===== src/hw/rtl/pcpa_pkg.sv =====
// ---------------------------------------------------------------------------
// pcpa_pkg
// Shared types, widths and constants of the pacemaker cell phase automaton.
// ---------------------------------------------------------------------------
package pcpa_pkg;

	localparam int VOLT_W    = 24;
	localparam int DT_W      = 16;
	localparam int WAIT_W    = DT_W + 1;
	localparam int PHASE_W   = 3;
	localparam int CFG_IDX_W = 3;
	localparam int NUM_LANES = 4;

	// divide-by-1000 datapath widths
	localparam int AQ_W  = 14;             // |slope| / 1000 < 8389
	localparam int AR_W  = 10;             // |slope| % 1000
	localparam int P1_W  = AQ_W + DT_W;
	localparam int P2_W  = AR_W + DT_W;
	localparam int Q2_W  = DT_W;
	localparam int MAG_W = P1_W;
	localparam int INC_W = MAG_W + 1;
	localparam int SUM_W = INC_W + 1;

	// reciprocals of 1000, exact for 24-bit and 26-bit dividends
	localparam int RECIP_A_W  = 25;
	localparam int RECIP_A_SH = 34;
	localparam logic [RECIP_A_W-1:0] RECIP_A = 25'd17179870;
	localparam int RECIP_B_W  = 27;
	localparam int RECIP_B_SH = 36;
	localparam logic [RECIP_B_W-1:0] RECIP_B = 27'd68719477;

	typedef logic signed [VOLT_W-1:0] volt_t;
	typedef logic signed [INC_W-1:0]  inc_t;

	localparam volt_t VOLT_MAX = 24'sh7FFFFF;
	localparam volt_t VOLT_MIN = -24'sh800000;

	// default values of the top level parameters
	localparam logic [DT_W-1:0] WAIT_MS_DEF     = 16'd1000;
	localparam volt_t           VOLT_FLOOR_DEF  = -24'sd20480;
	localparam volt_t           VOLT_RESET_DEF  = -24'sd17920;
	localparam volt_t           REPOL_SLOPE_DEF = -24'sd51200;

	// register indexes
	localparam logic [CFG_IDX_W-1:0] REG_RESTING_SLOPE   = 3'd0;
	localparam logic [CFG_IDX_W-1:0] REG_PACING_DISABLED = 3'd1;
	localparam logic [CFG_IDX_W-1:0] REG_REST_EXIT       = 3'd2;
	localparam logic [CFG_IDX_W-1:0] REG_UPSTROKE_PEAK   = 3'd3;
	localparam logic [CFG_IDX_W-1:0] REG_PLATEAU_EXIT    = 3'd4;
	localparam logic [CFG_IDX_W-1:0] REG_REPOL_EXIT      = 3'd5;
	localparam logic [CFG_IDX_W-1:0] REG_UPSTROKE_SLOPE  = 3'd6;
	localparam logic [CFG_IDX_W-1:0] REG_PLATEAU_SLOPE   = 3'd7;

	// increment lanes, one per slope
	localparam logic [1:0] LANE_REST  = 2'd0;
	localparam logic [1:0] LANE_UP    = 2'd1;
	localparam logic [1:0] LANE_PLAT  = 2'd2;
	localparam logic [1:0] LANE_REPOL = 2'd3;

	typedef enum logic [PHASE_W-1:0] {
		PH_REST     = 3'd0,
		PH_UPSTROKE = 3'd1,
		PH_PLATEAU  = 3'd2,
		PH_REPOL    = 3'd3,
		PH_WAIT     = 3'd4
	} phase_t;

	typedef struct packed {
		logic [DT_W-1:0] dt_ms;
		logic            stimulus;
	} in_item_t;

	typedef struct packed {
		logic signed [VOLT_W-1:0] voltage;
		logic [PHASE_W-1:0]       phase;
		logic                     phase_toggle;
	} out_item_t;

	typedef struct packed {
		logic signed [VOLT_W-1:0] resting_slope;
		logic                     pacing_disabled;
		logic signed [VOLT_W-1:0] rest_exit_level;
		logic signed [VOLT_W-1:0] upstroke_peak_level;
		logic signed [VOLT_W-1:0] plateau_exit_level;
		logic signed [VOLT_W-1:0] repol_exit_level;
		logic signed [VOLT_W-1:0] upstroke_slope;
		logic signed [VOLT_W-1:0] plateau_slope;
	} cfg_t;

	localparam cfg_t CFG_RESET = '{
		resting_slope:       24'sd0,
		pacing_disabled:     1'b0,
		rest_exit_level:     -24'sd15360,
		upstroke_peak_level: -24'sd7680,
		plateau_exit_level:  -24'sd10240,
		repol_exit_level:    -24'sd16640,
		upstroke_slope:      24'sd256000,
		plateau_slope:       -24'sd2560
	};

	// load enables of the increment pipeline stages
	typedef struct packed {
		logic ld2;
		logic ld3;
		logic ld4;
		logic ld5;
	} stage_en_t;

endpackage


===== src/hw/rtl/pcpa_scale_lane.sv =====
// ---------------------------------------------------------------------------
// pcpa_scale_lane
// Pipelined slope * dt / 1000, truncated toward zero, as a signed increment.
// ---------------------------------------------------------------------------
module pcpa_scale_lane import pcpa_pkg::*; (
	input  logic            clk,
	input  stage_en_t       en,
	input  volt_t           slope,
	input  logic [DT_W-1:0] dt_s2,
	input  logic [DT_W-1:0] dt_s3,
	output inc_t            inc_s5
);

	localparam int PA_W = VOLT_W + RECIP_A_W;
	localparam int PB_W = P2_W + RECIP_B_W;

	logic              neg;
	logic [VOLT_W-1:0] mag_a;
	logic [PA_W-1:0]   prod_a;
	logic [AQ_W-1:0]   aq_s2;
	logic [AR_W-1:0]   alo_s2;
	logic              neg_s2;
	logic [AR_W-1:0]   ar_d;
	logic [P1_W-1:0]   p1_d;
	logic [P1_W-1:0]   p1_s3;
	logic [AR_W-1:0]   ar_s3;
	logic              neg_s3;
	logic [P2_W-1:0]   p2_d;
	logic [P2_W-1:0]   p2_s4;
	logic [P1_W-1:0]   p1_s4;
	logic              neg_s4;
	logic [PB_W-1:0]   prod_b;
	logic [MAG_W-1:0]  mag_d;
	inc_t              inc_d;

	// split |slope| into quotient and remainder of 1000
	assign neg    = slope[VOLT_W-1];
	assign mag_a  = neg ? VOLT_W'(-slope) : VOLT_W'(slope);
	assign prod_a = PA_W'(mag_a) * PA_W'(RECIP_A);

	always_ff @(posedge clk) begin
		if (en.ld2) begin
			aq_s2  <= prod_a[RECIP_A_SH +: AQ_W];
			alo_s2 <= mag_a[AR_W-1:0];
			neg_s2 <= neg;
		end
	end

	// remainder = |slope| - 1000*q, and -1000 is 24 modulo 1024
	assign ar_d = alo_s2 + AR_W'({aq_s2, 3'b000}) + AR_W'({aq_s2, 4'b0000});
	assign p1_d = P1_W'(aq_s2) * P1_W'(dt_s2);

	always_ff @(posedge clk) begin
		if (en.ld3) begin
			p1_s3  <= p1_d;
			ar_s3  <= ar_d;
			neg_s3 <= neg_s2;
		end
	end

	assign p2_d = P2_W'(ar_s3) * P2_W'(dt_s3);

	always_ff @(posedge clk) begin
		if (en.ld4) begin
			p2_s4  <= p2_d;
			p1_s4  <= p1_s3;
			neg_s4 <= neg_s3;
		end
	end

	assign prod_b = PB_W'(p2_s4) * PB_W'(RECIP_B);
	assign mag_d  = p1_s4 + MAG_W'(prod_b[RECIP_B_SH +: Q2_W]);
	assign inc_d  = neg_s4 ? -$signed({1'b0, mag_d}) : $signed({1'b0, mag_d});

	always_ff @(posedge clk) begin
		if (en.ld5) begin
			inc_s5 <= inc_d;
		end
	end

endmodule


===== config.mk =====
export PLATFORM = sky130hd
export DESIGN_NAME = pcpa_scale_lane
export DESIGN_NICKNAME = d
export VERILOG_FILES = /design/src/hw/rtl/pcpa_pkg.sv /design/src/hw/rtl/pcpa_scale_lane.sv
export SDC_FILE = /design/constraint.sdc
export NUM_CORES = 2
export LEC_CHECK = 0
export BUFFER_PORTS_ARGS = -buffer_cell sky130_fd_sc_hd__clkbuf_2
export CELL_PAD_IN_SITES_DETAIL_PLACEMENT = 1
export CELL_PAD_IN_SITES_GLOBAL_PLACEMENT = 2
export CORE_MARGIN = 5
export CORE_UTILIZATION = 44
export DETAILED_ROUTE_END_ITERATION = 6
export PLACE_DENSITY = 0.85
export SYNTH_ARGS = -nofsm -noshare
export SYNTH_HDL_FRONTEND = slang
export SYNTH_SLANG_ARGS = --single-unit

===== constraint.sdc =====
create_clock -name clk -period 14.25 [get_ports clk]
set_input_delay 2.85 -clock clk [delete_from_list [all_inputs] [get_ports clk]]
set_output_delay 2.85 -clock clk [all_outputs]
set_load 0.02 [all_outputs]

### Yosys cells after proc, flatten, opt, wreduce, memory -nomap -nowiden

Cells that the tools add are included.
W data, S select, Z words.

| storage, ports and cells | value |
|---|---|
| bits in latches | 0 |
| memories kept | 0 |
| memory bits (read-only) | 0 |
| RAM bits | 0 |
| register bits | 154 |
| bits of input ports | 61 |
| word-level logic and storage cells | 22 |
| output and inout bits | 31 |

| cells by class | value |
|---|---|
| $add $sub $neg | 5 |
| shift-type cells | 0 |
| div/mod/pow operators | 0 |
| reductions and logical operators | 0 |
| equality and inequality tests | 0 |
| magnitude comparators | 0 |
| bitwise logic cells | 0 |
| muxes and demuxes | 2 |
| multipliers | 4 |

Operator list:

| operator | count |
|---|---|
| $mul A26 B27 Y52 const B | 1 |
| $mul A24 B24 Y47 const B | 1 |
| $neg A30 Y31 | 1 |
| $add A30 B16 Y30 | 1 |
| $mul A14 B16 Y30 | 1 |
| $mux W30 | 1 |
| $mul A10 B16 Y26 | 1 |
| $mux W24 | 1 |
| $neg A24 Y24 | 1 |
| $add A10 B10 Y10 | 2 |

### Logic depth before layout (Yosys ltp)

| logic depth | value |
|---|---|
| word-level depth | 4 |
| gate-level depth with buffers | 42 |
| mapped depth without buffers | 40 |

### Least setup slack after synthesis

OpenSTA, ideal clock, no wires.

| path | value |
|---|---|
| kind | in2reg |
| start | input slope[4] |
| end | register aq_s2[13] (data pin) |
| arrival | 11.280 ns |
| buffers on the path | 0 |
| slack | 2.676 ns |
| cell stages on the path | 33 |
| setup time | 0.294 ns |
| data required time | 13.956 ns |
| path through | or4_4 nor4_2 nand2b_1 or3_1 or3_1 or4_1 o21ai_0 xnor2_1 inv_1 fa_1 inv_1 fa_1 ha_1 inv_1 fa_1 inv_1 fa_1 inv_1 fa_1 inv_1 fa_1 ha_1 nand4_1 or2_2 nor2_1 nand3_1 o2111a_1 o31ai_1 a211oi_1 a211oi_1 o31a_1 nor2_1 xnor2_1 |

| between the ends | value |
|---|---|
| cells in the longest elaborated chain, start to end | 3 |

Ends and longest elaborated chain:

| element | RTL line | text |
|---|---|---|
| start: declaration | pcpa_scale_lane.sv:8 | `input volt_t slope,` |
| $neg A24 Y24 | pcpa_scale_lane.sv:38 | `assign mag_a = neg ? VOLT_W'(-slope) : VOLT_W'(slope);` |
| $mux W24 (*) | pcpa_scale_lane.sv:38 |  |
| $mul A24 B24 Y47 (*) | pcpa_scale_lane.sv:39 | `assign prod_a = PA_W'(mag_a) * PA_W'(RECIP_A);` |
| named net prod_a[47] | pcpa_scale_lane.sv:19 | `logic [PA_W-1:0] prod_a;` |
| end signal: assignment | pcpa_scale_lane.sv:43 | `aq_s2 <= prod_a[RECIP_A_SH +: AQ_W];` |
| end: declaration | pcpa_scale_lane.sv:20 | `logic [AQ_W-1:0] aq_s2;` |

The timed path passes the listed nets; every way through them passes the cells marked *.
A chain may end at the register's enable or synchronous reset.

### Final worst setup path

Ends and elaborated chain as after synthesis.

==> impl_summary.md <==
Outcome
The run finished with clean final reports.

Synthesis
Dividing the synthesized area by the synthesized cell count gives between 10 and 15 sq um. Counting instances in the post-synthesis netlist gives the leading cell types as inv_1, ha_1, fa_1, nand2_1, and2_1. After synthesis the netlist holds a flip-flop and latch count of approximately 150. The number of different library cells in the post-synthesis netlist is 69.

By instance count, the leading cell after synthesis is inv_1. The number of nets produced by synthesis is approximately 5200. Summing the areas of all compound-gate instances in the mapped netlist gives between 6 and 7% of the synthesized area. The largest family of logic cells by synthesized area is adder cells. After Yosys synthesis, full adders, half adders and majority gates account for 58.4% of the synthesized area. Counting flops with an async set or reset pin after synthesis yields a share of 0%.

Summing the areas of all and, or, nand and nor instances in the mapped netlist gives 8.73% of the synthesized area. The most used flip-flop cell after synthesis is edfxtp_1. After synthesis, the cell types taking the most area are fa_1, ha_1, edfxtp_1. Yosys mapped a number of flops with a built-in enable equal to between 150 and 200. The sequential cell area fraction in the yosys report is between 10% and 20%. The gate count after technology mapping is between 3000 and 4000. The cell taking the most area after synthesis is fa_1.

The count of synthesis-stage warnings from yosys is 0. The synthesized netlist devotes 3.64% of its cell area to XOR and XNOR gates. The area share of the leading cell type in the synthesized netlist is a little over a third. In the synthesized netlist, mux cells make up 0% of the area. The cell area that synthesis handed to floorplanning was approximately 38000 sq um.

Worst setup path
The type of origin of the critical path is an input pin. The kind of end point of the critical path is a flop. The startpoint of the worst-slack reg-to-reg timing path is p2_s4[9]. The critical path in this run is classified as in -> reg. The critical path runs through a total of 33 cells.

The delay of the slowest cell on the worst path is approximately 0.58 ns. The biggest fanout along the worst timing path is 9. The kind of cell with the highest combined delay along the critical path is adder cells. By instance count, the cell type seen most on the critical path is fa_1. Data on the critical path is required at its endpoint by 14.47 ns. The slowest stage cell on the critical path is fa_1. The sum of buffers and inverters on the critical path is 6. The launching instance or port of the critical path is slope[4].

At the worst endpoint, the arrival time is 12.56 ns. The number of cells on the worst reg-to-reg path is 34.

Floorplanning
The floorplan step defined a die boundary enclosing between 90000 and 100000 sq um. The cell row count is roughly 110. The chip width is around 300 um. In this run the count of I/O pins placed on the die edge is slightly above 90. The initial utilization of the core area, before any placement, comes to ~44%.

The region available for standard cell placement spans around 85000 sq um. The vertical die dimension is 304 um.

STA
The top achievable clock speed is 0.0810 GHz. In this run the tightest slew margin relative to its limit is 22.9%. The number of hold violations in the final report was 0.

Summed over all failing endpoints, the final setup total negative slack is 0 ns. Setup repair after global routing left no endpoint under its margin. The total count of max-transition violations in the final report came to 0.

At the pin with the least slew margin, the transition time is between 1 and 1.5 ns. The minimum clock period is ~12 ns. For the final database, setup skew stands at between 0.02 and 0.025 ns. The ratio of final minimum period to clock period is 86.6%.

The number of failing setup endpoints in the final timing report is 0.

Clocking
In this run, post-CTS hold repair placed 0 buffers. After clock tree synthesis, the clock-pin slew on the worst setup and hold paths is roughly 0.080 ns. Clock tree synthesis inserted a total of 17 buffers.

The insertion delay of the later-clocked pin in the worst-skew pair is around 0.48 ns. The CTS tree is yes. The number of buffers on the longest clock path is 2. The number of gates resized after cts is 0. The H-tree was split into 4 levels. The CTS sink count is 154. The post-CTS setup buffer count is 0. The master cell of the clock root buffer is clkbuf_16.

Detailed routing
Before antenna repair, the detailed router went through 5 iterations. The number of vias per cell after detailed routing is 5.11. The residual antenna-violating net count after detailed routing is 0. In the final routed layout, each cell accounts on average for 18.5 um. The remaining design rule violation count is 0.

The final layout contains routed wiring with a total length of around 90000 um. The routed layout has approximately 26000 vias. In this run, the number of DRC markers left after iteration 0 of detailed routing was 987.

Global route
For this run the aggregate overflow at the end of global routing stands at 0. The met1 track utilization from global routing is roughly 28%. The via count of the first global-routing pass came to between 20000 and 30000. For met3 alone, demand over resource in global routing was approximately 2.4%.

The maximum number of pins on one net before global-route repair is 58. For met2 alone, demand over resource in global routing was between 30% and 40%. The initial antenna violation count is 7. The overall track demand over capacity in global routing is approximately 21%. The first global-routing pass estimated 154000 um of wire.

The layer carrying the most global-route usage is met2.

Place
The placer's final routability congestion estimate is ~0.9. The number of input and output port buffers inserted is between 90 and 100. The wire-length estimate of the detail-placed layout is between 70000 and 80000 um.

Layout
The total number of nets in the final design is between 5000 and 6000. In the final layout, the share of cells above drive strength 1 is under 10%. From synthesis to final layout, the design area changed by 6.15%.

Fill cells in the final layout number just under 10000.

Worst hold path
The classification of the worst-slack hold path is reg -> reg. The worst hold path startpoint is p1_s3[4]. The number of cells traversed by the worst hold path is 0.

Run
The tool flagged a number of max-cap violations equal to 0.
area by class of cell:
cell class / count / area, sq um / share of cell area (%)
antenna: 4 / 10.0 / 0.0248
clock buffer: 17 / 425 / 1.06
inverter: 984 / 3690 / 9.16
clock inverter: 15 / 151 / 0.375
multi-input combinational: 2570 / 29400 / 72.9
sequential: 154 / 4620 / 11.5
timing repair buffer: 111 / 606 / 1.50
tap: 1144 / 1430 / 3.55
sequential cells by signal (all words and copies together) (netlist names):
signal / count
alo_s2: 10
aq_s2: 14
ar_s3: 10
inc_s5: 31
neg_s2: 1
neg_s3: 1
neg_s4: 1
p1_s3: 30
p1_s4: 30
p2_s4: 26
worst register-to-register path: cells and delay by family, from the launching register on:
family / cells / cell delay [ns]
DFF: 1 / 0.78
AOI/OAI and AO/OA: 15 / 4.38
adders and majority gates: 9 / 3.93
buffers and inverters: 4 / 0.25
xor gates and xnor gates: 2 / 0.36
and+or+nand+nor: 4 / 1.18
final timing paths:
check | to | slack (ns)
max | aq_s2[13] | 1.91
min | p1_s4[4] | 0.41
max reg2reg | inc_s5[29] | 3.05
min reg2reg | p1_s4[4] | 0.41
through the flow:
stage	instance area, sq um	hold slack, ns	worst slack (ns)	utilization [%]	cells
after floorplan	38000	0.400	2.68	-	3783
after detailed placement	39700	0.406	1.41	46.5	4963
final	40300	0.410	1.91	47.2	4999
after global routing	40300	0.416	1.37	47.2	4996
after global placement	39700	0.400	1.64	46.5	4963
after CTS	40300	0.407	1.92	47.2	4995
cell usage in the layout (no fill, tap or decap), drive strengths merged, types with 7 or more instances in the layout:
master   count
inv        992
ha         702
fa         669
nand2      296
and2       158
edfxtp     154
xnor2      117
clkbuf     108
a21oi      103
a21o        65
nor2        57
o21ai       54
xor2        40
nand3       31
nand4       24
o21bai      23
nand2b      20
nor3        20
buf         20
o21a        19
and3        16
or3         13
a31oi       11
o31ai       10
nor2b       10
a2111oi     10
a211oi      10
o211ai       9
or2          9
nor4         9
o41ai        7
routing by layer:
| layer | part of all wire [%] | up-vias |
|---|---|---|
| li1 | - | 11978 |
| met1 | 46 | 13148 |
| met2 | 49 | 313 |
| met3 | 2.9 | 99 |
| met4 | 1.9 | 6 |
| met5 | 0.041 | - |
cell families after synthesis:
group,count (synthesis)
XOR/XNOR,157
adder cells (fa/ha/maj),1371
flip-flops,154
AND/OR/NAND/NOR,675
AO/OA/AOI/OAI,367
buffers and inverters,1059
Power is left out: the tool's default activity adds up to more than one toggle a clock period on the data nets, which glitch-free logic cannot reach.
