$ cat config.mk
export PLATFORM = sky130hd
export DESIGN_NAME = pcpa_cfg_regs
export DESIGN_NICKNAME = d
export VERILOG_FILES = /design/src/hw/rtl/pcpa_pkg.sv /design/src/hw/rtl/pcpa_cfg_regs.sv
export SDC_FILE = /design/constraint.sdc
export NUM_CORES = 1
export LEC_CHECK = 0
export BUFFER_PORTS_ARGS = -buffer_cell sky130_fd_sc_hd__buf_2
export CORE_MARGIN = 2
export CORE_UTILIZATION = 51
export DETAILED_ROUTE_END_ITERATION = 6
export MAX_ROUTING_LAYER = met4
export PLACE_DENSITY_LB_ADDON = 0.08
export SYNTH_ARGS = -nofsm -noshare
export SYNTH_HDL_FRONTEND = slang
export SYNTH_SLANG_ARGS = --single-unit
$ cat constraint.sdc
create_clock -name clk -period 0.9 [get_ports clk]
set_input_delay 0.18 -clock clk [delete_from_list [all_inputs] [get_ports clk]]
set_output_delay 0.18 -clock clk [all_outputs]
set_load 0.05 [all_outputs]
$ cat src/hw/rtl/pcpa_pkg.sv
// ---------------------------------------------------------------------------
// pcpa_pkg
// Shared types, widths and constants of the pacemaker cell phase automaton.
// ---------------------------------------------------------------------------
package pcpa_pkg;

	localparam int VOLT_W    = 24;
	localparam int DT_W      = 16;
	localparam int WAIT_W    = DT_W + 1;
	localparam int PHASE_W   = 3;
	localparam int CFG_IDX_W = 3;
	localparam int NUM_LANES = 4;

	// divide-by-1000 datapath widths
	localparam int AQ_W  = 14;             // |slope| / 1000 < 8389
	localparam int AR_W  = 10;             // |slope| % 1000
	localparam int P1_W  = AQ_W + DT_W;
	localparam int P2_W  = AR_W + DT_W;
	localparam int Q2_W  = DT_W;
	localparam int MAG_W = P1_W;
	localparam int INC_W = MAG_W + 1;
	localparam int SUM_W = INC_W + 1;

	// reciprocals of 1000, exact for 24-bit and 26-bit dividends
	localparam int RECIP_A_W  = 25;
	localparam int RECIP_A_SH = 34;
	localparam logic [RECIP_A_W-1:0] RECIP_A = 25'd17179870;
	localparam int RECIP_B_W  = 27;
	localparam int RECIP_B_SH = 36;
	localparam logic [RECIP_B_W-1:0] RECIP_B = 27'd68719477;

	typedef logic signed [VOLT_W-1:0] volt_t;
	typedef logic signed [INC_W-1:0]  inc_t;

	localparam volt_t VOLT_MAX = 24'sh7FFFFF;
	localparam volt_t VOLT_MIN = -24'sh800000;

	// default values of the top level parameters
	localparam logic [DT_W-1:0] WAIT_MS_DEF     = 16'd1000;
	localparam volt_t           VOLT_FLOOR_DEF  = -24'sd20480;
	localparam volt_t           VOLT_RESET_DEF  = -24'sd17920;
	localparam volt_t           REPOL_SLOPE_DEF = -24'sd51200;

	// register indexes
	localparam logic [CFG_IDX_W-1:0] REG_RESTING_SLOPE   = 3'd0;
	localparam logic [CFG_IDX_W-1:0] REG_PACING_DISABLED = 3'd1;
	localparam logic [CFG_IDX_W-1:0] REG_REST_EXIT       = 3'd2;
	localparam logic [CFG_IDX_W-1:0] REG_UPSTROKE_PEAK   = 3'd3;
	localparam logic [CFG_IDX_W-1:0] REG_PLATEAU_EXIT    = 3'd4;
	localparam logic [CFG_IDX_W-1:0] REG_REPOL_EXIT      = 3'd5;
	localparam logic [CFG_IDX_W-1:0] REG_UPSTROKE_SLOPE  = 3'd6;
	localparam logic [CFG_IDX_W-1:0] REG_PLATEAU_SLOPE   = 3'd7;

	// increment lanes, one per slope
	localparam logic [1:0] LANE_REST  = 2'd0;
	localparam logic [1:0] LANE_UP    = 2'd1;
	localparam logic [1:0] LANE_PLAT  = 2'd2;
	localparam logic [1:0] LANE_REPOL = 2'd3;

	typedef enum logic [PHASE_W-1:0] {
		PH_REST     = 3'd0,
		PH_UPSTROKE = 3'd1,
		PH_PLATEAU  = 3'd2,
		PH_REPOL    = 3'd3,
		PH_WAIT     = 3'd4
	} phase_t;

	typedef struct packed {
		logic [DT_W-1:0] dt_ms;
		logic            stimulus;
	} in_item_t;

	typedef struct packed {
		logic signed [VOLT_W-1:0] voltage;
		logic [PHASE_W-1:0]       phase;
		logic                     phase_toggle;
	} out_item_t;

	typedef struct packed {
		logic signed [VOLT_W-1:0] resting_slope;
		logic                     pacing_disabled;
		logic signed [VOLT_W-1:0] rest_exit_level;
		logic signed [VOLT_W-1:0] upstroke_peak_level;
		logic signed [VOLT_W-1:0] plateau_exit_level;
		logic signed [VOLT_W-1:0] repol_exit_level;
		logic signed [VOLT_W-1:0] upstroke_slope;
		logic signed [VOLT_W-1:0] plateau_slope;
	} cfg_t;

	localparam cfg_t CFG_RESET = '{
		resting_slope:       24'sd0,
		pacing_disabled:     1'b0,
		rest_exit_level:     -24'sd15360,
		upstroke_peak_level: -24'sd7680,
		plateau_exit_level:  -24'sd10240,
		repol_exit_level:    -24'sd16640,
		upstroke_slope:      24'sd256000,
		plateau_slope:       -24'sd2560
	};

	// load enables of the increment pipeline stages
	typedef struct packed {
		logic ld2;
		logic ld3;
		logic ld4;
		logic ld5;
	} stage_en_t;

endpackage

$ cat src/hw/rtl/pcpa_cfg_regs.sv
// ---------------------------------------------------------------------------
// pcpa_cfg_regs
// Configuration register file, written through a plain write port.
// ---------------------------------------------------------------------------
module pcpa_cfg_regs import pcpa_pkg::*; (
	input  logic                 clk,
	input  logic                 arst_n,
	input  logic                 cfg_wen,
	input  logic [CFG_IDX_W-1:0] cfg_index,
	input  logic [VOLT_W-1:0]    cfg_wdata,
	output cfg_t                 cfg
);

	cfg_t cfg_q;

	always_ff @(posedge clk or negedge arst_n) begin
		if (!arst_n) begin
			cfg_q <= CFG_RESET;
		end else if (cfg_wen) begin
			unique case (cfg_index)
				REG_RESTING_SLOPE:   cfg_q.resting_slope       <= cfg_wdata;
				REG_PACING_DISABLED: cfg_q.pacing_disabled     <= cfg_wdata[0];
				REG_REST_EXIT:       cfg_q.rest_exit_level     <= cfg_wdata;
				REG_UPSTROKE_PEAK:   cfg_q.upstroke_peak_level <= cfg_wdata;
				REG_PLATEAU_EXIT:    cfg_q.plateau_exit_level  <= cfg_wdata;
				REG_REPOL_EXIT:      cfg_q.repol_exit_level    <= cfg_wdata;
				REG_UPSTROKE_SLOPE:  cfg_q.upstroke_slope      <= cfg_wdata;
				REG_PLATEAU_SLOPE:   cfg_q.plateau_slope       <= cfg_wdata;
			endcase
		end
	end

	assign cfg = cfg_q;

endmodule

== Yosys cells after proc, flatten, opt, wreduce, memory -nomap -nowiden ==
Cells that the tools add are included.

* Bits of input ports: 30
* Register bits: 169
* Output and inout bits: 169

* Reductions and logical operators: 9
* Equality and inequality tests: 7

{| class="wikitable"
|+ Operators with widths
! cell !! count
|-
| $reduce_and 2->1 || 8
|-
| $eq 3x3->1 const B || 4
|-
| $eq 3x2->1 const B || 2
|-
| $eq 3x1->1 const B || 1
|-
| $logic_not 3->1 || 1
|}

== Logic depth before layout (Yosys ltp) ==
Gate-level depths: netlist of the first run.

* Depth after elaboration: 2
* Gate-level depth with buffers: 5
* Depth with buffers taken out: 2

== Least setup slack after synthesis of the first run ==
No wires, ideal clock.

* Path kind: input-to-reg
* Start point: input cfg_index[1]
* End point: register cfg_q, in the netlist cfg[156]
* Arrival time: 1,266 ps
* Setup time: 125 ps
* Path slack: -490 ps
* Stages: 4
* Cells stage by stage: buf_4 nor4b_4 buf_6 mux2_2

* Word-level cells in the longest chain between the ends: 2

{| class="wikitable"
|+ Ends and longest elaborated chain
! what !! line !! source
|-
| from (decl) || pcpa_cfg_regs.sv:9 || <nowiki>input logic [CFG_IDX_W-1:0] cfg_index,</nowiki>
|-
| $logic_not 3->1 || pcpa_cfg_regs.sv:20 || <nowiki>unique case (cfg_index)</nowiki>
|-
| $reduce_and 2->1 (no line) || -- ||
|-
| to (decl) || pcpa_cfg_regs.sv:14 || <nowiki>cfg_t cfg_q;</nowiki>
|}

Every way passes these cells.
A chain may end at the register's enable or synchronous reset.

== Worst setup path after layout of the first run ==
* Start point: register cfg_q, in the netlist cfg[90]
* End point: output cfg[90] in the netlist's numbering

{| class="wikitable"
|+ RTL lines
! what !! line !! source
|-
| to (decl) || pcpa_cfg_regs.sv:11 || <nowiki>output cfg_t cfg</nowiki>
|}

No word-level cell between the ends.

==> results of run 1 <==
-- cells in the final DEF (no fill, tap or decap), drive strengths merged --
cell and instances:
clkinv 5, dlygate4sd3 1, dfstp 70, nor4bb 3, nand4b 3, buf 305, clkbuf 19, nor4b 1
inv 3, clkinvlp 2, dfrtp 99, mux2 169, bufinv 5, nand4 1
-- what timing repair did --
action                                  in CTS  in global routing
hold buffers                                 1                  0
setup buffers                               35                 46
cloned                                       7                  3
gates resized for setup                    440                 83
endpoints found under the setup margin     287                266
pin swaps                                    3                  2
hold endpoints to repair                   110                  0
-- power groups by stage --
stage          sequential, mW  combinational [mW]  clock, mW
2_1_floorplan            16.8                1.97          0
3_3_place_gp             10.7                10.6          0
3_5_place_dp             10.7                10.8          0
4_1_cts                  11.2                13.9       8.06
5_1_grt                  11.6                15.6       8.60
6_report                 11.5                15.1       8.20
-- cells in the mapped netlist --
cell type	instances	share of area
mux2_2	168	0.29
mux2_1	1	0.0017
buf_4	2	0.0023
nor4b_4	1	0.0037
buf_2	11	0.0085
dfrtp_1	99	0.38
dfstp_2	70	0.28
nand4b_2	3	0.0070
nor4bb_1	3	0.0046
buf_6	7	0.012
nand4_2	1	0.0019
-- cells by family (layout without fill, tap and decap cells) --
| group | after synthesis | count (layout) |
|---|---|---|
| and+or+nand+nor | 8 | 8 |
| buffers and inverters | 20 | 340 |
| DFF | 169 | 169 |
| muxes | 169 | 169 |
-- layer usage --
| metal | global-route usage | part of all wire | vias to the layer above |
|---|---|---|---|
| met5 | - | 0 | - |
| met4 | 0.129 | 0.035 | 0 |
| met3 | 0.0773 | 0.058 | 63 |
| met2 | 0.489 | 0.52 | 210 |
| met1 | 0.363 | 0.39 | 2454 |
| li1 | - | - | 1920 |
-- worst paths after layout --
path / start / depth (start not counted) / end
max: cfg[90]$_DFFE_PN1P_ / 1 / cfg[90]
min: cfg_wdata[10] / 2 / cfg[82]$_DFFE_PN0P_
max reg2reg: cfg[133]$_DFFE_PN0P_ / 3 / cfg[133]$_DFFE_PN0P_
min reg2reg: cfg[47]$_DFFE_PN0P_ / 1 / cfg[47]$_DFFE_PN0P_
max in group asynchronous: arst_n / 3 / cfg[10]$_DFFE_PN1P_
min in group asynchronous: arst_n / 2 / cfg[42]$_DFFE_PN0P_
-- area by class of cell --
type,instances,share of cell area
well taps,172,0.0190
repair buffers,308,0.326
multi-input cells,177,0.216
flip-flops and latches,169,0.382
clock buffers,17,0.0376
clock inverters,15,0.0197
-- metrics by stage --
step	setup slack (ns)	cells	util	hold WS (ns)	TNS [ns]
after floorplan	-0.467	366	-	-0.116	-45.67
after global placement	-0.509	750	0.654	0.0682	-78.08
after detailed placement	-0.552	750	0.654	0.0732	-82.96
after CTS	-0.433	824	0.855	0.0624	-57.74
after global routing	-0.486	858	0.904	0.0735	-68.46
final	-0.455	858	0.904	0.0746	-63.68
==> key figures, run 1 <==
Clock tree
  • CTS H-Tree Depth: 4
  • Root Buffer: clkbuf_16
  • Clock sink count: ~170
  • Number of buffers created by CTS: 17
  • CTS tree: yes
  • Worst-skew pair later-pin latency: between 0.4 and 0.5 ns
  • Worst-path clk slew: 0.07 ns
  • Max clock buf depth: 2

STA
  • Min Tclk post-route: 1.36 ns
  • Worst slew pin tran: 0.417 ns
  • Worst Setup Slack, final: -0.455 ns
  • Clock Skew: 0 ns
  • Final setup fails: 255
  • Slew HR: 0.718
  • Setup repair after global routing missed its margin: yes
  • FMAX: 0.738 GHz
  • Final worst path period share: 1.51
  • Final hold violations: 0
  • Final Max Tran Viols: 0

Synth
  • Synth Area in XOR/XNOR: 0
  • Synth Register Bits: 169
  • Main combinational cell family by area after synthesis: multiplexers
  • Syn Inst Count: ~370
  • YS warnings: 0
  • Simple-gate area share of the yosys netlist: 0.0172
  • Mapped Area: around 6500 µm²
  • Post-synthesis mux area share: 0.294
  • Syn_area_per_cell: 17.7 µm²
  • Sequential area share after synthesis: 0.666
  • Net Count, Synth: 396
  • Yosys cell types: 11
  • Adder-cell share of the synthesized area: 0
  • Synth Area in Compound Gates: 0

Power and ir drop
  • Int Pwr: around 21 mW
  • Power, Total: about 35 mW
  • Leak: 5.34 nW
  • VDD IR-drop max: about 2.7 mV
  • Switching Fraction: 0.384
  • Combinational Power Share: 0.435
  • NetSw: between 10 and 15 mW
  • Reg power frac: 0.330
  • Clk network pwr share: 0.235
  • Cell area power density: 3080 nW/µm²

Min path
  • Hold Crit Class: primary input to register

Drt
  • Antenna viol nets, final: 0
  • DR WL/cell: 26.9 µm
  • Vias: 4647
  • Iter 0 DRT Violations: about 250
  • Pre-Repair DR Iteration Count: 4
  • Final wirelength: 23000 µm
  • Vias/cell: 5.42
  • DRC viols: 0

Run
  • Max-cap violations: 0

Setup path
  • CP max-delay cell: dfstp_2
  • Critical path data required time: approximately 0.7 ns
  • Crit end category: output pin
  • WS Path Type: register to output pin
  • Worst path arrival time: 1.18 ns
  • Reg2reg setup slack: -0.10 ns
  • Crit-path max FO: 2
  • Top delay family on crit path: flip-flops
  • CP Launch Type: register
  • CP cell instances: buf_8
  • CP bufs+invs: 1
  • Max incr delay on CP: 0.58 ns

Floorplan
  • Core area: 12500 µm²
  • Top-Level Pins: 199
  • Initial Util: 0.518
  • Die area: about 14000 µm²
  • Num rows: 41
  • Die Height: 117 µm
  • Die Width: 117 µm

Global routing
  • Pin count of the biggest net entering global routing: 38
  • Grt ovf: 0
  • Global-route wire length before repair: 28600 µm
  • Number of global-route vias before repair: 4876
  • Total Routing Usage GR: 0.303
  • Initial antenna violation count: 0

Placement
  • Post-DP Area: 8190 µm²
  • HPWL Detailed: 10400 µm
  • Buffers on Ports: roughly 200
  • Final Wtd Congestion: 0.749

Layout
  • Diodes inserted: 0
  • Area of the multi-input gates: 2440 µm²
  • Register Area: 4320 µm²
  • Area grow syn2layout: 74.6%
  • Largest register FFs: 169
  • # nets final: around 700
  • Fill cells: approximately 450
  • Post-Layout Inst Area: 11300 µm²
  • Layout cells sized above 1: 0.860

Outcome
  • Failing checks: setup timing
  • Outcome: finished, violations left
No activity file was read; power rests on OpenSTA's default activity.
==> inputs of run 2 (changes only) <==
--- a/config.mk
+++ b/config.mk
@@ -9,6 +9,7 @@
 export CORE_MARGIN = 2
 export CORE_UTILIZATION = 51
 export DETAILED_ROUTE_END_ITERATION = 6
+export HOLD_SLACK_MARGIN = 0.15
 export MAX_ROUTING_LAYER = met4
 export PLACE_DENSITY_LB_ADDON = 0.08
 export SYNTH_ARGS = -nofsm -noshare
==> run 2 against run 1 <==
Sequential power hardly changed. Die area unchanged. Core utilization grew 2.4 points. Global-route usage is 1.9 points higher. Largest power group unchanged. Clock-buffer cell count did not move. The run still ends with setup timing left. Critical path type unchanged. Sequential share of layout area is 0.99 points lower. Via count increased by 3.3%. Routed wire length increased by 7.6%. Critical path depth stayed put. Worst setup slack got worse by 0.015 ns.
==> key figures, run 2 (synthesis gave the netlist of run 1 again) <==
Outcome
  • Outcome: finished, violations left
  • Failing checks: setup timing

STA
  • Setup repair after global routing missed its margin: yes
  • Slew HR: 0.801
  • Final worst path period share: 1.52
  • Final hold violations: 0
  • Final Max Tran Viols: 0
  • FMAX: 0.730 GHz
  • Min Tclk post-route: 1.37 ns
  • Clock Skew: 0 ns
  • Worst slew pin tran: 0.294 ns
  • WHS: 0.193 ns
  • Final setup fails: approximately 290
  • Fin Setup TNS: -62.41 ns
  • Worst Setup Slack, final: -0.470 ns

Layout
  • Largest register FFs: about 170
  • Area of the multi-input gates: 2460 µm²
  • Area grow syn2layout: 79.3%
  • Fill cells: roughly 370
  • Post-Layout Inst Area: 11600 µm²
  • Diodes inserted: 0
  • # nets final: 729
  • Most frequent cells in the layout: buf_6, mux2_4, dfrtp_1
  • Register Area: 4330 µm²
  • Most common cell after layout, fill and taps aside: buf_6
  • Layout cells sized above 1: 0.833

Setup path
  • Crit end category: output pin
  • Max incr delay on CP: 0.60 ns
  • Worst R2R Path Depth: 3
  • Top delay family on crit path: flip-flops
  • CP Launch Type: register
  • WP depth: 1
  • WS Path Type: register to output pin
  • CP bufs+invs: 1
  • Critical path data required time: 0.72 ns
  • RR Startpoint: cfg[160]$_DFFE_PN0P_
  • Worst path arrival time: 1.19 ns
  • CP startpoint: cfg[90]$_DFFE_PN1P_
  • Crit-path max FO: 2
  • CP max-delay cell: dfstp_2
  • CP cell instances: buf_8
  • Reg2reg setup slack: -0.15 ns
  • R2r endpoint: cfg[160]$_DFFE_PN0P_

Placement
  • Final Wtd Congestion: 0.749
  • Buffers on Ports: a little under 200
  • HPWL Detailed: ~10000 µm
  • Post-DP Area: 8190 µm²
  • Pre-CTS setup slack: -0.552 ns

Power and ir drop
  • Int Pwr: roughly 22 mW
  • Power, Total: roughly 35 mW
  • Clk network pwr share: 0.234
  • Reg power frac: 0.329
  • NetSw: 13.6 mW
  • VDD IR-drop max: between 2 and 2.5 mV
  • Leak: 5.48 nW
  • Switching Fraction: 0.387
  • Cell area power density: 3020 nW/µm²
  • Combinational Power Share: 0.436

Drt
  • DR WL/cell: about 28 µm
  • DRC viols: 0
  • Antenna viol nets, final: 0
  • Pre-Repair DR Iteration Count: 4
  • Vias: approximately 4800
  • Vias/cell: 5.43
  • Final wirelength: 24800 µm
  • Iter 0 DRT Violations: 280

Clock tree
  • CTS tree: yes
  • Worst-path clk slew: 0.07 ns
  • Root Buffer: clkbuf_16
  • Number of buffers created by CTS: 17
  • Clock sink count: between 150 and 200
  • Max clock buf depth: 2
  • CTS H-Tree Depth: 4
  • Worst-skew pair later-pin latency: 0.43 ns

Run
  • Max-cap violations: 0

Min path
  • Hold worst-path end: cfg[144]$_DFFE_PN0P_
  • Hold path start: cfg_index[2]
  • Hold Path Depth: 3
  • Hold Crit Class: primary input to register

Global routing
  • Global-route wire length before repair: 30300 µm
  • Met1 Use GR: 0.379
  • Met2 GRT Util: 0.533
  • Initial antenna violation count: 0
  • GR peak layer: met2
  • Pin count of the biggest net entering global routing: 38
  • Total Routing Usage GR: 0.322
  • Routing usage on met3: 0.0716
  • Grt ovf: 0
  • Number of global-route vias before repair: 5001

Floorplan
  • Initial Util: 0.518
  • Die Height: 117 µm
  • Die Width: 117 µm
  • Die area: around 14000 µm²
  • Top-Level Pins: 199
  • Num rows: 41
  • Core area: between 10000 and 15000 µm²
==> run 2: changes by cell type in the layout (fill, tap and decap cells not counted), sizes merged <==
cell         previous run  this run
dlygate4sd3             1        25
clkbuf                 19        21
==> run 2: metal layers <==
metal	wire length (µm)	vias up
met4	652	0
met3	1790	49
met5	0	-
met2	13400	248
met1	8980	2524
li1	-	1978
==> run 2: power by group through the flow <==
| stage | clock, mW | combinational (mW) | sequential (mW) |
|---|---|---|---|
| 2_1_floorplan | 0 | 1.97 | 16.8 |
| 3_3_place_gp | 0 | 10.6 | 10.7 |
| 3_5_place_dp | 0 | 10.8 | 10.7 |
| 4_1_cts | 8.06 | 14.0 | 11.2 |
| 5_1_grt | 8.54 | 15.7 | 11.7 |
| 6_report | 8.23 | 15.3 | 11.6 |
==> run 2: cell type report <==
class                           instances  area share
Clock buffer                           17      0.0366
Clock inverter                         15      0.0192
Multi-Input combinational cell        177       0.212
Sequential cell                       169       0.372
Tap cell                              172      0.0185
Timing Repair Buffer                  334       0.342
==> run 2: worst max path at each step <==
| stage | to |
|---|---|
| 2_1_floorplan | cfg[156]$_DFFE_PN0P_ |
| 3_3_place_gp | cfg[123]$_DFFE_PN0P_ |
| 3_5_place_dp | cfg[74]$_DFFE_PN0P_ |
| 4_1_cts | cfg[86] |
| 5_1_grt | cfg[90] |
| 6_report | cfg[90] |
==> run 2: through the flow <==
stage,std cells,util
2_1_floorplan,366,-
3_3_place_gp,750,0.654
3_5_place_dp,750,0.654
4_1_cts,848,0.875
5_1_grt,884,0.928
6_report,884,0.928
==> run 2: what timing repair did <==
item	in CTS	in global routing
setup endpoints to repair	287	268
hold buffers	25	0
hold endpoints to repair	296	0
cloned	7	5
setup buffers	35	46
resized for setup	440	88
pin swaps	3	2
