## config.mk

```make
export PLATFORM = sky130hd
export DESIGN_NAME = pcpa_cell_fsm
export DESIGN_NICKNAME = d
export VERILOG_FILES = /design/src/hw/rtl/pcpa_pkg.sv /design/src/hw/rtl/pcpa_cell_fsm.sv
export SDC_FILE = /design/constraint.sdc
export NUM_CORES = 1
export LEC_CHECK = 0
export CORE_UTILIZATION = 60
export CTS_CLUSTER_SIZE = 24
export DETAILED_ROUTE_END_ITERATION = 10
export DONT_BUFFER_PORTS = 1
export PLACE_DENSITY = 0.9
export REMOVE_ABC_BUFFERS = 1
export SLEW_MARGIN = 10
export SYNTH_ARGS = -nofsm -noshare
export SYNTH_HDL_FRONTEND = slang
export SYNTH_SLANG_ARGS = --single-unit
export TNS_END_PERCENT = 10
```

## constraint.sdc

```tcl
create_clock -name clk -period 7.9 [get_ports clk]
set_input_delay 1.185 -clock clk [delete_from_list [all_inputs] [get_ports clk]]
set_output_delay 1.185 -clock clk [all_outputs]
set_load 0.03 [all_outputs]
```

## src/hw/rtl/pcpa_pkg.sv

```systemverilog
// ---------------------------------------------------------------------------
// pcpa_pkg
// Shared types, widths and constants of the pacemaker cell phase automaton.
// ---------------------------------------------------------------------------
package pcpa_pkg;

	localparam int VOLT_W    = 24;
	localparam int DT_W      = 16;
	localparam int WAIT_W    = DT_W + 1;
	localparam int PHASE_W   = 3;
	localparam int CFG_IDX_W = 3;
	localparam int NUM_LANES = 4;

	// divide-by-1000 datapath widths
	localparam int AQ_W  = 14;             // |slope| / 1000 < 8389
	localparam int AR_W  = 10;             // |slope| % 1000
	localparam int P1_W  = AQ_W + DT_W;
	localparam int P2_W  = AR_W + DT_W;
	localparam int Q2_W  = DT_W;
	localparam int MAG_W = P1_W;
	localparam int INC_W = MAG_W + 1;
	localparam int SUM_W = INC_W + 1;

	// reciprocals of 1000, exact for 24-bit and 26-bit dividends
	localparam int RECIP_A_W  = 25;
	localparam int RECIP_A_SH = 34;
	localparam logic [RECIP_A_W-1:0] RECIP_A = 25'd17179870;
	localparam int RECIP_B_W  = 27;
	localparam int RECIP_B_SH = 36;
	localparam logic [RECIP_B_W-1:0] RECIP_B = 27'd68719477;

	typedef logic signed [VOLT_W-1:0] volt_t;
	typedef logic signed [INC_W-1:0]  inc_t;

	localparam volt_t VOLT_MAX = 24'sh7FFFFF;
	localparam volt_t VOLT_MIN = -24'sh800000;

	// default values of the top level parameters
	localparam logic [DT_W-1:0] WAIT_MS_DEF     = 16'd1000;
	localparam volt_t           VOLT_FLOOR_DEF  = -24'sd20480;
	localparam volt_t           VOLT_RESET_DEF  = -24'sd17920;
	localparam volt_t           REPOL_SLOPE_DEF = -24'sd51200;

	// register indexes
	localparam logic [CFG_IDX_W-1:0] REG_RESTING_SLOPE   = 3'd0;
	localparam logic [CFG_IDX_W-1:0] REG_PACING_DISABLED = 3'd1;
	localparam logic [CFG_IDX_W-1:0] REG_REST_EXIT       = 3'd2;
	localparam logic [CFG_IDX_W-1:0] REG_UPSTROKE_PEAK   = 3'd3;
	localparam logic [CFG_IDX_W-1:0] REG_PLATEAU_EXIT    = 3'd4;
	localparam logic [CFG_IDX_W-1:0] REG_REPOL_EXIT      = 3'd5;
	localparam logic [CFG_IDX_W-1:0] REG_UPSTROKE_SLOPE  = 3'd6;
	localparam logic [CFG_IDX_W-1:0] REG_PLATEAU_SLOPE   = 3'd7;

	// increment lanes, one per slope
	localparam logic [1:0] LANE_REST  = 2'd0;
	localparam logic [1:0] LANE_UP    = 2'd1;
	localparam logic [1:0] LANE_PLAT  = 2'd2;
	localparam logic [1:0] LANE_REPOL = 2'd3;

	typedef enum logic [PHASE_W-1:0] {
		PH_REST     = 3'd0,
		PH_UPSTROKE = 3'd1,
		PH_PLATEAU  = 3'd2,
		PH_REPOL    = 3'd3,
		PH_WAIT     = 3'd4
	} phase_t;

	typedef struct packed {
		logic [DT_W-1:0] dt_ms;
		logic            stimulus;
	} in_item_t;

	typedef struct packed {
		logic signed [VOLT_W-1:0] voltage;
		logic [PHASE_W-1:0]       phase;
		logic                     phase_toggle;
	} out_item_t;

	typedef struct packed {
		logic signed [VOLT_W-1:0] resting_slope;
		logic                     pacing_disabled;
		logic signed [VOLT_W-1:0] rest_exit_level;
		logic signed [VOLT_W-1:0] upstroke_peak_level;
		logic signed [VOLT_W-1:0] plateau_exit_level;
		logic signed [VOLT_W-1:0] repol_exit_level;
		logic signed [VOLT_W-1:0] upstroke_slope;
		logic signed [VOLT_W-1:0] plateau_slope;
	} cfg_t;

	localparam cfg_t CFG_RESET = '{
		resting_slope:       24'sd0,
		pacing_disabled:     1'b0,
		rest_exit_level:     -24'sd15360,
		upstroke_peak_level: -24'sd7680,
		plateau_exit_level:  -24'sd10240,
		repol_exit_level:    -24'sd16640,
		upstroke_slope:      24'sd256000,
		plateau_slope:       -24'sd2560
	};

	// load enables of the increment pipeline stages
	typedef struct packed {
		logic ld2;
		logic ld3;
		logic ld4;
		logic ld5;
	} stage_en_t;

endpackage

```

## src/hw/rtl/pcpa_cell_fsm.sv

```systemverilog
// ---------------------------------------------------------------------------
// pcpa_cell_fsm
// Phase state machine, voltage update and result register.
// ---------------------------------------------------------------------------
module pcpa_cell_fsm import pcpa_pkg::*; #(
	parameter logic [DT_W-1:0] WAIT_MS    = WAIT_MS_DEF,
	parameter volt_t           VOLT_FLOOR = VOLT_FLOOR_DEF,
	parameter volt_t           VOLT_RESET = VOLT_RESET_DEF
) (
	input  logic            clk,
	input  logic            arst_n,
	input  cfg_t            cfg,
	input  logic            step_valid,
	output logic            step_ready,
	input  logic [DT_W-1:0] dt,
	input  logic            stim,
	input  inc_t            inc [NUM_LANES],
	output logic            out_valid,
	input  logic            out_ready,
	output out_item_t       out_data
);

	phase_t            phase_q;
	phase_t            phase_d;
	volt_t             volt_q;
	volt_t             volt_d;
	logic [WAIT_W-1:0] wait_q;
	logic [WAIT_W-1:0] wait_d;
	logic [WAIT_W-1:0] wait_sum;
	logic              trig_q;
	logic              trig_d;
	logic              trig_set;
	logic              toggle_q;
	logic              moved;
	logic              load_reset;
	logic              res_valid_q;
	out_item_t         res_q;
	logic              fire;
	logic              dt_zero;
	volt_t             v_base;
	inc_t              inc_sel;
	logic signed [SUM_W-1:0] sum;
	volt_t             sat;

	assign step_ready = !res_valid_q || out_ready;
	assign fire       = step_valid && step_ready;
	assign dt_zero    = (dt == '0);
	assign trig_set   = trig_q | stim;
	assign wait_sum   = wait_q + WAIT_W'(dt);

	// phase exit decided from the voltage held before the tick
	always_comb begin
		phase_d    = phase_q;
		moved      = 1'b0;
		trig_d     = 1'b0;
		wait_d     = wait_q;
		load_reset = 1'b0;
		unique case (phase_q)
			PH_REST: begin
				trig_d = trig_set;
				if (trig_set || volt_q < cfg.rest_exit_level) begin
					trig_d = 1'b0;
					if (!cfg.pacing_disabled) begin
						phase_d = PH_UPSTROKE;
						moved   = 1'b1;
					end
				end
			end
			PH_UPSTROKE: begin
				if (volt_q >= cfg.upstroke_peak_level) begin
					phase_d = PH_PLATEAU;
					moved   = 1'b1;
				end
			end
			PH_PLATEAU: begin
				if (volt_q < cfg.plateau_exit_level) begin
					phase_d = PH_REPOL;
					moved   = 1'b1;
				end
			end
			PH_REPOL: begin
				if (volt_q < cfg.repol_exit_level) begin
					phase_d = PH_REST;
					moved   = 1'b1;
				end
			end
			default: begin
				trig_d = trig_set;
				wait_d = wait_sum;
				if (wait_sum >= {1'b0, WAIT_MS}) begin
					wait_d     = '0;
					load_reset = 1'b1;
					phase_d    = PH_REST;
					moved      = 1'b1;
				end
			end
		endcase
	end

	// voltage integration in the new phase
	always_comb begin
		v_base = load_reset ? VOLT_RESET : volt_q;
		unique case (phase_d)
			PH_UPSTROKE: inc_sel = inc[LANE_UP];
			PH_PLATEAU:  inc_sel = inc[LANE_PLAT];
			PH_REPOL:    inc_sel = inc[LANE_REPOL];
			default:     inc_sel = inc[LANE_REST];
		endcase
		sum = SUM_W'(v_base) + SUM_W'(inc_sel);
		if (sum > SUM_W'(VOLT_MAX)) begin
			sat = VOLT_MAX;
		end else if (sum < SUM_W'(VOLT_MIN)) begin
			sat = VOLT_MIN;
		end else begin
			sat = VOLT_W'(sum);
		end
		unique case (phase_d)
			PH_REST: begin
				volt_d = (!cfg.pacing_disabled && cfg.resting_slope != '0) ? sat : v_base;
			end
			PH_UPSTROKE: volt_d = (sat > cfg.upstroke_peak_level) ? cfg.upstroke_peak_level : sat;
			PH_PLATEAU:  volt_d = sat;
			PH_REPOL:    volt_d = (sat < VOLT_FLOOR) ? VOLT_FLOOR : sat;
			default:     volt_d = v_base;
		endcase
	end

	always_ff @(posedge clk or negedge arst_n) begin
		if (!arst_n) begin
			phase_q     <= PH_WAIT;
			volt_q      <= '0;
			wait_q      <= '0;
			trig_q      <= 1'b0;
			toggle_q    <= 1'b0;
			res_valid_q <= 1'b0;
		end else begin
			if (step_ready) begin
				res_valid_q <= step_valid;
			end
			if (fire && !dt_zero) begin
				phase_q  <= phase_d;
				volt_q   <= volt_d;
				wait_q   <= wait_d;
				trig_q   <= trig_d;
				toggle_q <= toggle_q ^ moved;
			end
		end
	end

	// a zero dt reports the held phase with voltage 0
	always_ff @(posedge clk) begin
		if (fire) begin
			res_q.voltage      <= dt_zero ? '0 : volt_d;
			res_q.phase        <= dt_zero ? phase_q : phase_d;
			res_q.phase_toggle <= dt_zero ? toggle_q : (toggle_q ^ moved);
		end
	end

	assign out_valid = res_valid_q;
	assign out_data  = res_q;

`ifndef SYNTHESIS
	assert property (@(posedge clk) disable iff (!arst_n)
		wait_q < {1'b0, WAIT_MS})
		else $error("wait counter reached the wait length");

	assert property (@(posedge clk) disable iff (!arst_n)
		(phase_q == PH_REPOL) |-> (volt_q >= VOLT_FLOOR))
		else $error("repolarization voltage below floor");

	assert property (@(posedge clk) disable iff (!arst_n)
		(fire && dt_zero) |=> (res_q.voltage == '0))
		else $error("zero dt tick gave nonzero voltage");

	assert property (@(posedge clk) disable iff (!arst_n)
		1'b1 |=> ((phase_q != $past(phase_q)) == (toggle_q != $past(toggle_q))))
		else $error("toggle flag out of step with phase changes");
`endif

endmodule

```

==> metrics.txt, run 1 <==
largest net degree at the start of global routing=48; syn_area_per_cell=7.59 um2; DP HPWL=roughly 37,000 um; total congestion overflow=177; H-tree depth=3; Synth Warn #=0; # hold bufs at CTS=0; DIE WIDTH=138 um; die height=between 100 and 150 um; Post-synth EDFFs=28; post-synthesis sequential area ratio=0.181; Log Error=[ERROR GRT-0116] Global routing finished with congestion. Check the congestion regions in the DRC Viewer.; Clock Tree Buf Depth=2; global-route wire length before repair=116,000 um; GP Congestion=1.18; Seq cells post-synth=75; Port-buffer cells=0; Netlist Area Pre-Place=between 0.01 and 0.015 mm2; most common flop cell mapped by yosys=dfrtp_1; initial core utilization=0.616; status=stopped before the end; ys async rst share=0.627; failing step=global routing; count of different cell masters after synthesis=90; IO Pins=344; CTS Buf Count=9; CTS root buf=clkbuf_16; Synth Instances=around 1,500; vias in the first global route=19,101; # rows=49; GRT Total Usage=0.794; CTS Sinks=75
## cell usage after synthesis (14+ instances only)
library cell / count / area, um2
a211oi_1: 21 / 158
a21o_1: 44 / 330
a21oi_1: 128 / 641
a22oi_1: 45 / 338
a31oi_1: 34 / 213
and2_1: 25 / 156
clkbuf_1: 47 / 176
dfrtp_1: 46 / 1150
edfxtp_1: 28 / 841
ha_1: 165 / 2060
inv_1: 119 / 447
mux2i_1: 19 / 190
nand2_1: 148 / 556
nand2b_1: 22 / 138
nand3_1: 28 / 140
nand4_1: 35 / 219
nor2_1: 91 / 342
nor3_1: 21 / 105
nor4_1: 19 / 119
o211ai_1: 18 / 135
o21ai_0: 111 / 556
o21ai_1: 16 / 80.1
xnor2_1: 19 / 166
xor2_1: 14 / 123
## metrics by stage
step	util	worst slack (ps)	cells	hold slack (ps)	cell area, um2
2_1_floorplan	-	-2650	1402	447	10900
3_3_place_gp	0.770	-1420	1992	464	13900
3_5_place_dp	0.770	-1990	1992	471	13900
4_1_cts	0.867	-702	2062	487	15700
## per-layer routing
metal	global-route usage	overflow
met1	0.798	2
met2	0.960	91
met3	0.630	3
met4	0.831	81
met5	0.216	0
## logic make-up after synthesis
group / Yosys count / synth area share
compound gates: 527 / 0.309
xor+xnor: 33 / 0.0259
fa+ha+maj: 167 / 0.189
buf+inv: 187 / 0.0664
flops: 75 / 0.181
mux: 25 / 0.0231
simple gates: 454 / 0.205
## repair_timing
action | in CTS
setup endpoints to repair | 48
buffers inserted | 49
resized for setup | 241
gates cloned | 5
pin swaps | 93
==> run 2: changes to the inputs <==
- CORE_UTILIZATION: 60 -> 40
- CTS_CLUSTER_SIZE: 24 -> unset
- PLACE_DENSITY: 0.9 -> unset
- PLACE_DENSITY_LB_ADDON: unset -> 0.15
- clock period: 7.9 -> 10.3 ns (I/O delays scaled with it)
==> run 2 against run 1 <==
The run now ends clean. Synthesized area unchanged. Synthesized cell count stayed put.
==> metrics.txt, run 2 <==
fin nets=2,134; Hold Crit Class=reg2reg; Clock Tree Buf Depth=2; Final min period=9980 ps; DRC=0; DR WL met2=18,200 um; Hold Fails Final Rpt=0; dominant cell type by area after synthesis=ha_1; cell mode on critical path=buf_4; global-route wire length before repair=61,900 um; Clock Latency Late Sink=350 ps; count of different cell masters after synthesis=90; core area=roughly 0.027 mm2; syn_area_per_cell=7.59 um2; crit end category=flip-flop; # rows=60; DIE WIDTH=169 um; endpoints failing setup=0; diodes inserted=0; CP peak stage delay=650 ps; share of layout cells above drive strength 1=0.187; vias in the first global route=roughly 11,000; ys async rst share=0.627; relative slew slack=0.347; vias post-DR=12,071; final hold slack=489 ps; DP HPWL=around 34,000 um; Seq cells post-synth=75; most common flop cell mapped by yosys=dfrtp_1; Synth Instances=about 1,500; Top Metal Used=met5; Cells after DPL=2,011; Commonest cells post-synth=ha_1 (165), nand2_1 (148), a21oi_1 (128); fmax=around 100 MHz; total congestion overflow=0; fin crit share=0.969; fin area=between 0.01 and 0.015 mm2; Port-buffer cells=0; Largest register FFs=28; most common cell in the synthesized netlist=ha_1; Slew @ Worst Pin=970 ps; Die ar.=0.0285 mm2; Slew Limit Fails=0; worst clock skew=12.7 ps; die height=169 um; R2R Setup Slk=1020 ps; GRT Total Usage=0.281; largest net degree at the start of global routing=48; family with the most delay on the worst path=compound AO/OA/AOI/OAI gates; RSZ-0062 raised after global routing=no; WL met3=2930 um; commonest non-fill, non-tap cell in the layout=buf_4; Worst setup SP type=primary input; Buf/Inv on CP=5; initial antenna violation count=1; wire per inst=20.2 um; FF-to-FF Start=volt_q[22]$_DFFE_PN0P_; post-synthesis sequential area ratio=0.181; MaxCap Viol Count=0; slowest CP cell=or4_1; IO Pins=344; cell area after placement=around 0.013 mm2; status=completed; DRT Wirelength=between 40,000 and 50,000 um; WL met1=about 19,000 um; CTS Buf Count=9; Synth Warn #=0; initial DRC count=around 850; most frequent cells in the layout=buf_4 (232), ha_1 (164), nand2_1 (148), a21oi_1 (127), inv_1 (119); origin of the worst min-delay path=wait_q[8]$_DFFE_PN0P_; CP required=10,390 ps; Worst Path Max Fanout=13; WS Path Type=in2reg; initial core utilization=0.411; largest cells by area after synthesis=ha_1 (19%), dfrtp_1 (10%), edfxtp_1 (7.5%); post-synth top area share=0.185; Clock transition at path regs=70 ps; GP Congestion=0.932; post-route insts no fill=approximately 2,000; Netlist Area Pre-Place=0.0111 mm2; Post-synth EDFFs=28; Area Overhead vs Synth=22.0%; CTS Sinks=75; CP startpoint=dt[0]; Avg Vias per Cell=5.95; CTS root buf=clkbuf_16; # fillers=2,727; Post-DRT Antenna Nets=0; H-tree depth=3; Pre-antenna DRT Iters=6; critical path arrival=10,070 ps; CTS tree=yes
[run 2: cell counts after synthesis]
No cell type changed its count.
[run 2: final cells by class]
type                            instances  area, um2  share of cell area
Multi-Input combinational cell       1206       8450               0.621
Sequential cell                        75       2020               0.148
Timing Repair Buffer                  240       1900               0.140
Tap cell                              372        465              0.0342
Inverter                              121        454              0.0334
Clock buffer                            9        225              0.0166
Clock inverter                          7       81.3             0.00598
[run 2: tightest hold or removal path, cell delays in order, from the launching register on]
cell     delay, ps
dfrtp_1        350
nand2_1         50
o31ai_1         60
[run 2: routing by layer]
layer	vias up	GRT usage
li1	5879	-
met4	2	0.0660
met5	-	0
met1	5647	0.399
met2	491	0.444
met3	52	0.0419
[run 2: logic make-up after synthesis]
family / count (synthesis) / share of synthesized area
compound gates: 527 / 0.309
simple gates: 454 / 0.205
buf+inv: 187 / 0.0664
fa+ha+maj: 167 / 0.189
flops: 75 / 0.181
xor+xnor: 33 / 0.0259
mux: 25 / 0.0231
[run 2: final timing paths]
kind                                         endpoint  depth (start not counted)
setup reg to reg           out_data[10]$_SDFFCE_PP0P_                         38
hold / removal                  wait_q[8]$_DFFE_PN0P_                          2
max in group asynchronous      phase_q[2]$_DFFE_PN1P_                          0
hold reg to reg                 wait_q[8]$_DFFE_PN0P_                          2
min in group asynchronous       wait_q[6]$_DFFE_PN0P_                          0
setup / recovery           out_data[10]$_SDFFCE_PP0P_                         36
[run 2: stage by stage]
| step | setup slack [ps] | utilization | TNS, ps |
|---|---|---|---|
| global placement | 43.3 | 0.487 | 0 |
| global route | 6.04 | 0.502 | 0 |
| finish | 319 | 0.502 | 0 |
| CTS | 309 | 0.499 | 0 |
| floorplan | -612 | - | -16080 |
| detailed placement | 1.54 | 0.487 | 0 |
[run 2: what timing repair did]
action                                  CTS  global route
resized for setup                         0            15
endpoints found under the setup margin    0            20
buffers inserted                          0             3
hold buffers                              0             0
Power of run 2 is left out: the tool's default activity adds up to more than one toggle a clock period on the data nets, which glitch-free logic cannot reach.
==> run 3: changes to the inputs <==
--- a/config.mk
+++ b/config.mk
@@ -7,2 +7,3 @@
 export LEC_CHECK = 0
+export CORE_MARGIN = 3
 export CORE_UTILIZATION = 40
@@ -11,3 +12,2 @@
 export PLACE_DENSITY_LB_ADDON = 0.15
-export REMOVE_ABC_BUFFERS = 1
 export SLEW_MARGIN = 10
==> constraint.sdc (replaced) <==
create_clock -name clk -period 10.3 [get_ports clk]
set_input_delay 1.03 -clock clk [delete_from_list [all_inputs] [get_ports clk]]
set_output_delay 1.03 -clock clk [all_outputs]
set_load 0.03 [all_outputs]
==> run 3 against run 2 <==
Non-clock buffer count shrank 178. Setup slack better by 350 ps. Hold slack got worse by 130 ps. Core utilization down 5.4 points. Die area increased by 4.8%. Sequential share of layout area increased by 1.8 points. Maximum frequency increased by 3.7%. Register-to-register slack lost 310 ps. Clock-buffer cell count rose by 1. Flip-flop and latch count stayed put. Cell area is 11% lower. Critical path type unchanged. Critical endpoint is now out_data[15]$_SDFFCE_PP0P_.
==> metrics.txt, run 3 (synthesized netlist as in run 2, its figures left out) <==
Area Overhead vs Synth=9.13%; GP Congestion=0.943; share of layout cells above drive strength 1=0.0811; CP required=10,370 ps; Clock Latency Late Sink=350 ps; critical path arrival=9700 ps; CTS tree=yes; postcts setup bufs=0; Largest register FFs=28; Clock Tree Buf Depth=2; DRT Wirelength=slightly above 40,000 um; DIE WIDTH=between 150 and 200 um; status=completed; # rows=60; GRT Total Usage=0.260; crit end category=flip-flop; CTS Buf Count=9; # fillers=2,827; Post-DRT Antenna Nets=0; slowest CP cell=or4_1; initial core utilization=0.410; fin nets=~2,000; total negative setup slack=0 ps; total congestion overflow=0; initial DRC count=892; H-tree depth=3; R2R Setup Slk=710 ps; Worst Path Max Fanout=20; RSZ-0062 raised after global routing=no; diodes inserted=0; crit path to=out_data[15]$_SDFFCE_PP0P_; CTS Sinks=75; wire per inst=22.0 um; Slew Limit Fails=0; CP peak stage delay=580 ps; Avg Vias per Cell=6.15; vias post-DR=between 10,000 and 15,000; vias in the first global route=10,863; FF-to-FF Start=volt_q[17]$_DFFE_PN0P_; commonest non-fill, non-tap cell in the layout=ha_1; initial antenna violation count=0; global-route wire length before repair=61,900 um; CP startpoint=dt[0]; fin crit share=0.935; Post-Syn Nets=1,949; relative slew slack=0.396; Hold Fails Final Rpt=0; fmax=roughly 100 MHz; most frequent cells in the layout=ha_1 (165), nand2_1 (148), a21oi_1 (127), inv_1 (119), o21ai_0 (111); worst clock skew=13.1 ps; Die ar.=0.0299 mm2; Port-buffer cells=0; core area=0.0272 mm2; Final min period=9630 ps; die height=173 um; DRC=0; CTS root buf=clkbuf_16; Hold Crit Class=in2async; Cells after DPL=~1,800; WS Path Type=in2reg; Worst R2R Path Depth=36; # hold bufs at CTS=0; MaxCap Viol Count=0; largest net degree at the start of global routing=48; post-route insts no fill=between 1,500 and 2,000; Worst setup SP type=primary input; DP HPWL=33,800 um; IO Pins=344; Pre-antenna DRT Iters=6; Slew @ Worst Pin=around 900 ps; endpoints failing setup=0; R2R Path End=out_data[15]$_SDFFCE_PP0P_; Clock transition at path regs=roughly 70 ps
## run 3: cell type report
class	count	area [um2]	share of cell area
clock inverter	6	67.6	0.00556
tap	372	465	0.0383
timing repair buffer	62	503	0.0414
multi-input combinational	1206	8400	0.691
sequential	75	2020	0.166
inverter	121	454	0.0374
clock buffer	10	250	0.0206
## run 3: worst min path at each step
stage,from,to,cells past startpoint
finish,arst_n,wait_q[10]$_DFFE_PN0P_,0
global route,arst_n,wait_q[9]$_DFFE_PN0P_,0
CTS,arst_n,wait_q[10]$_DFFE_PN0P_,0
detailed placement,wait_q[2]$_DFFE_PN0P_,wait_q[2]$_DFFE_PN0P_,2
global placement,wait_q[6]$_DFFE_PN0P_,wait_q[6]$_DFFE_PN0P_,2
floorplan,wait_q[4]$_DFFE_PN0P_,wait_q[4]$_DFFE_PN0P_,2
## run 3: through the flow
step,worst slack [ps],util,hold WS [ps],area [um2]
floorplan,1120,-,447,11100
global placement,295,0.435,466,11800
detailed placement,230,0.435,475,11800
CTS,584,0.447,350,12100
global route,17.0,0.447,350,12200
finish,674,0.447,363,12200
## run 3: layer usage
metal	GRT usage	routed length, um	vias up
li1	-	-	5519
met1	0.356	18700	5367
met2	0.429	18600	455
met3	0.0365	2420	40
met4	0.0716	920	0
met5	0	0	-
## run 3: worst max-delay path, delay by kind of cell
family | cells | cell delay [ps]
AO/OA/AOI/OAI | 14 | 3190
AND/OR/NAND/NOR | 12 | 2930
adder cells (fa/ha/maj) | 5 | 1600
buffers and inverters | 3 | 600
multiplexers | 1 | 330
## run 3: timing repair
action	in CTS	in global routing
endpoints found under the setup margin	0	1
endpoints found under the hold margin	0	0
gates resized for setup	0	2
Power of run 3 is left out for the same reason.
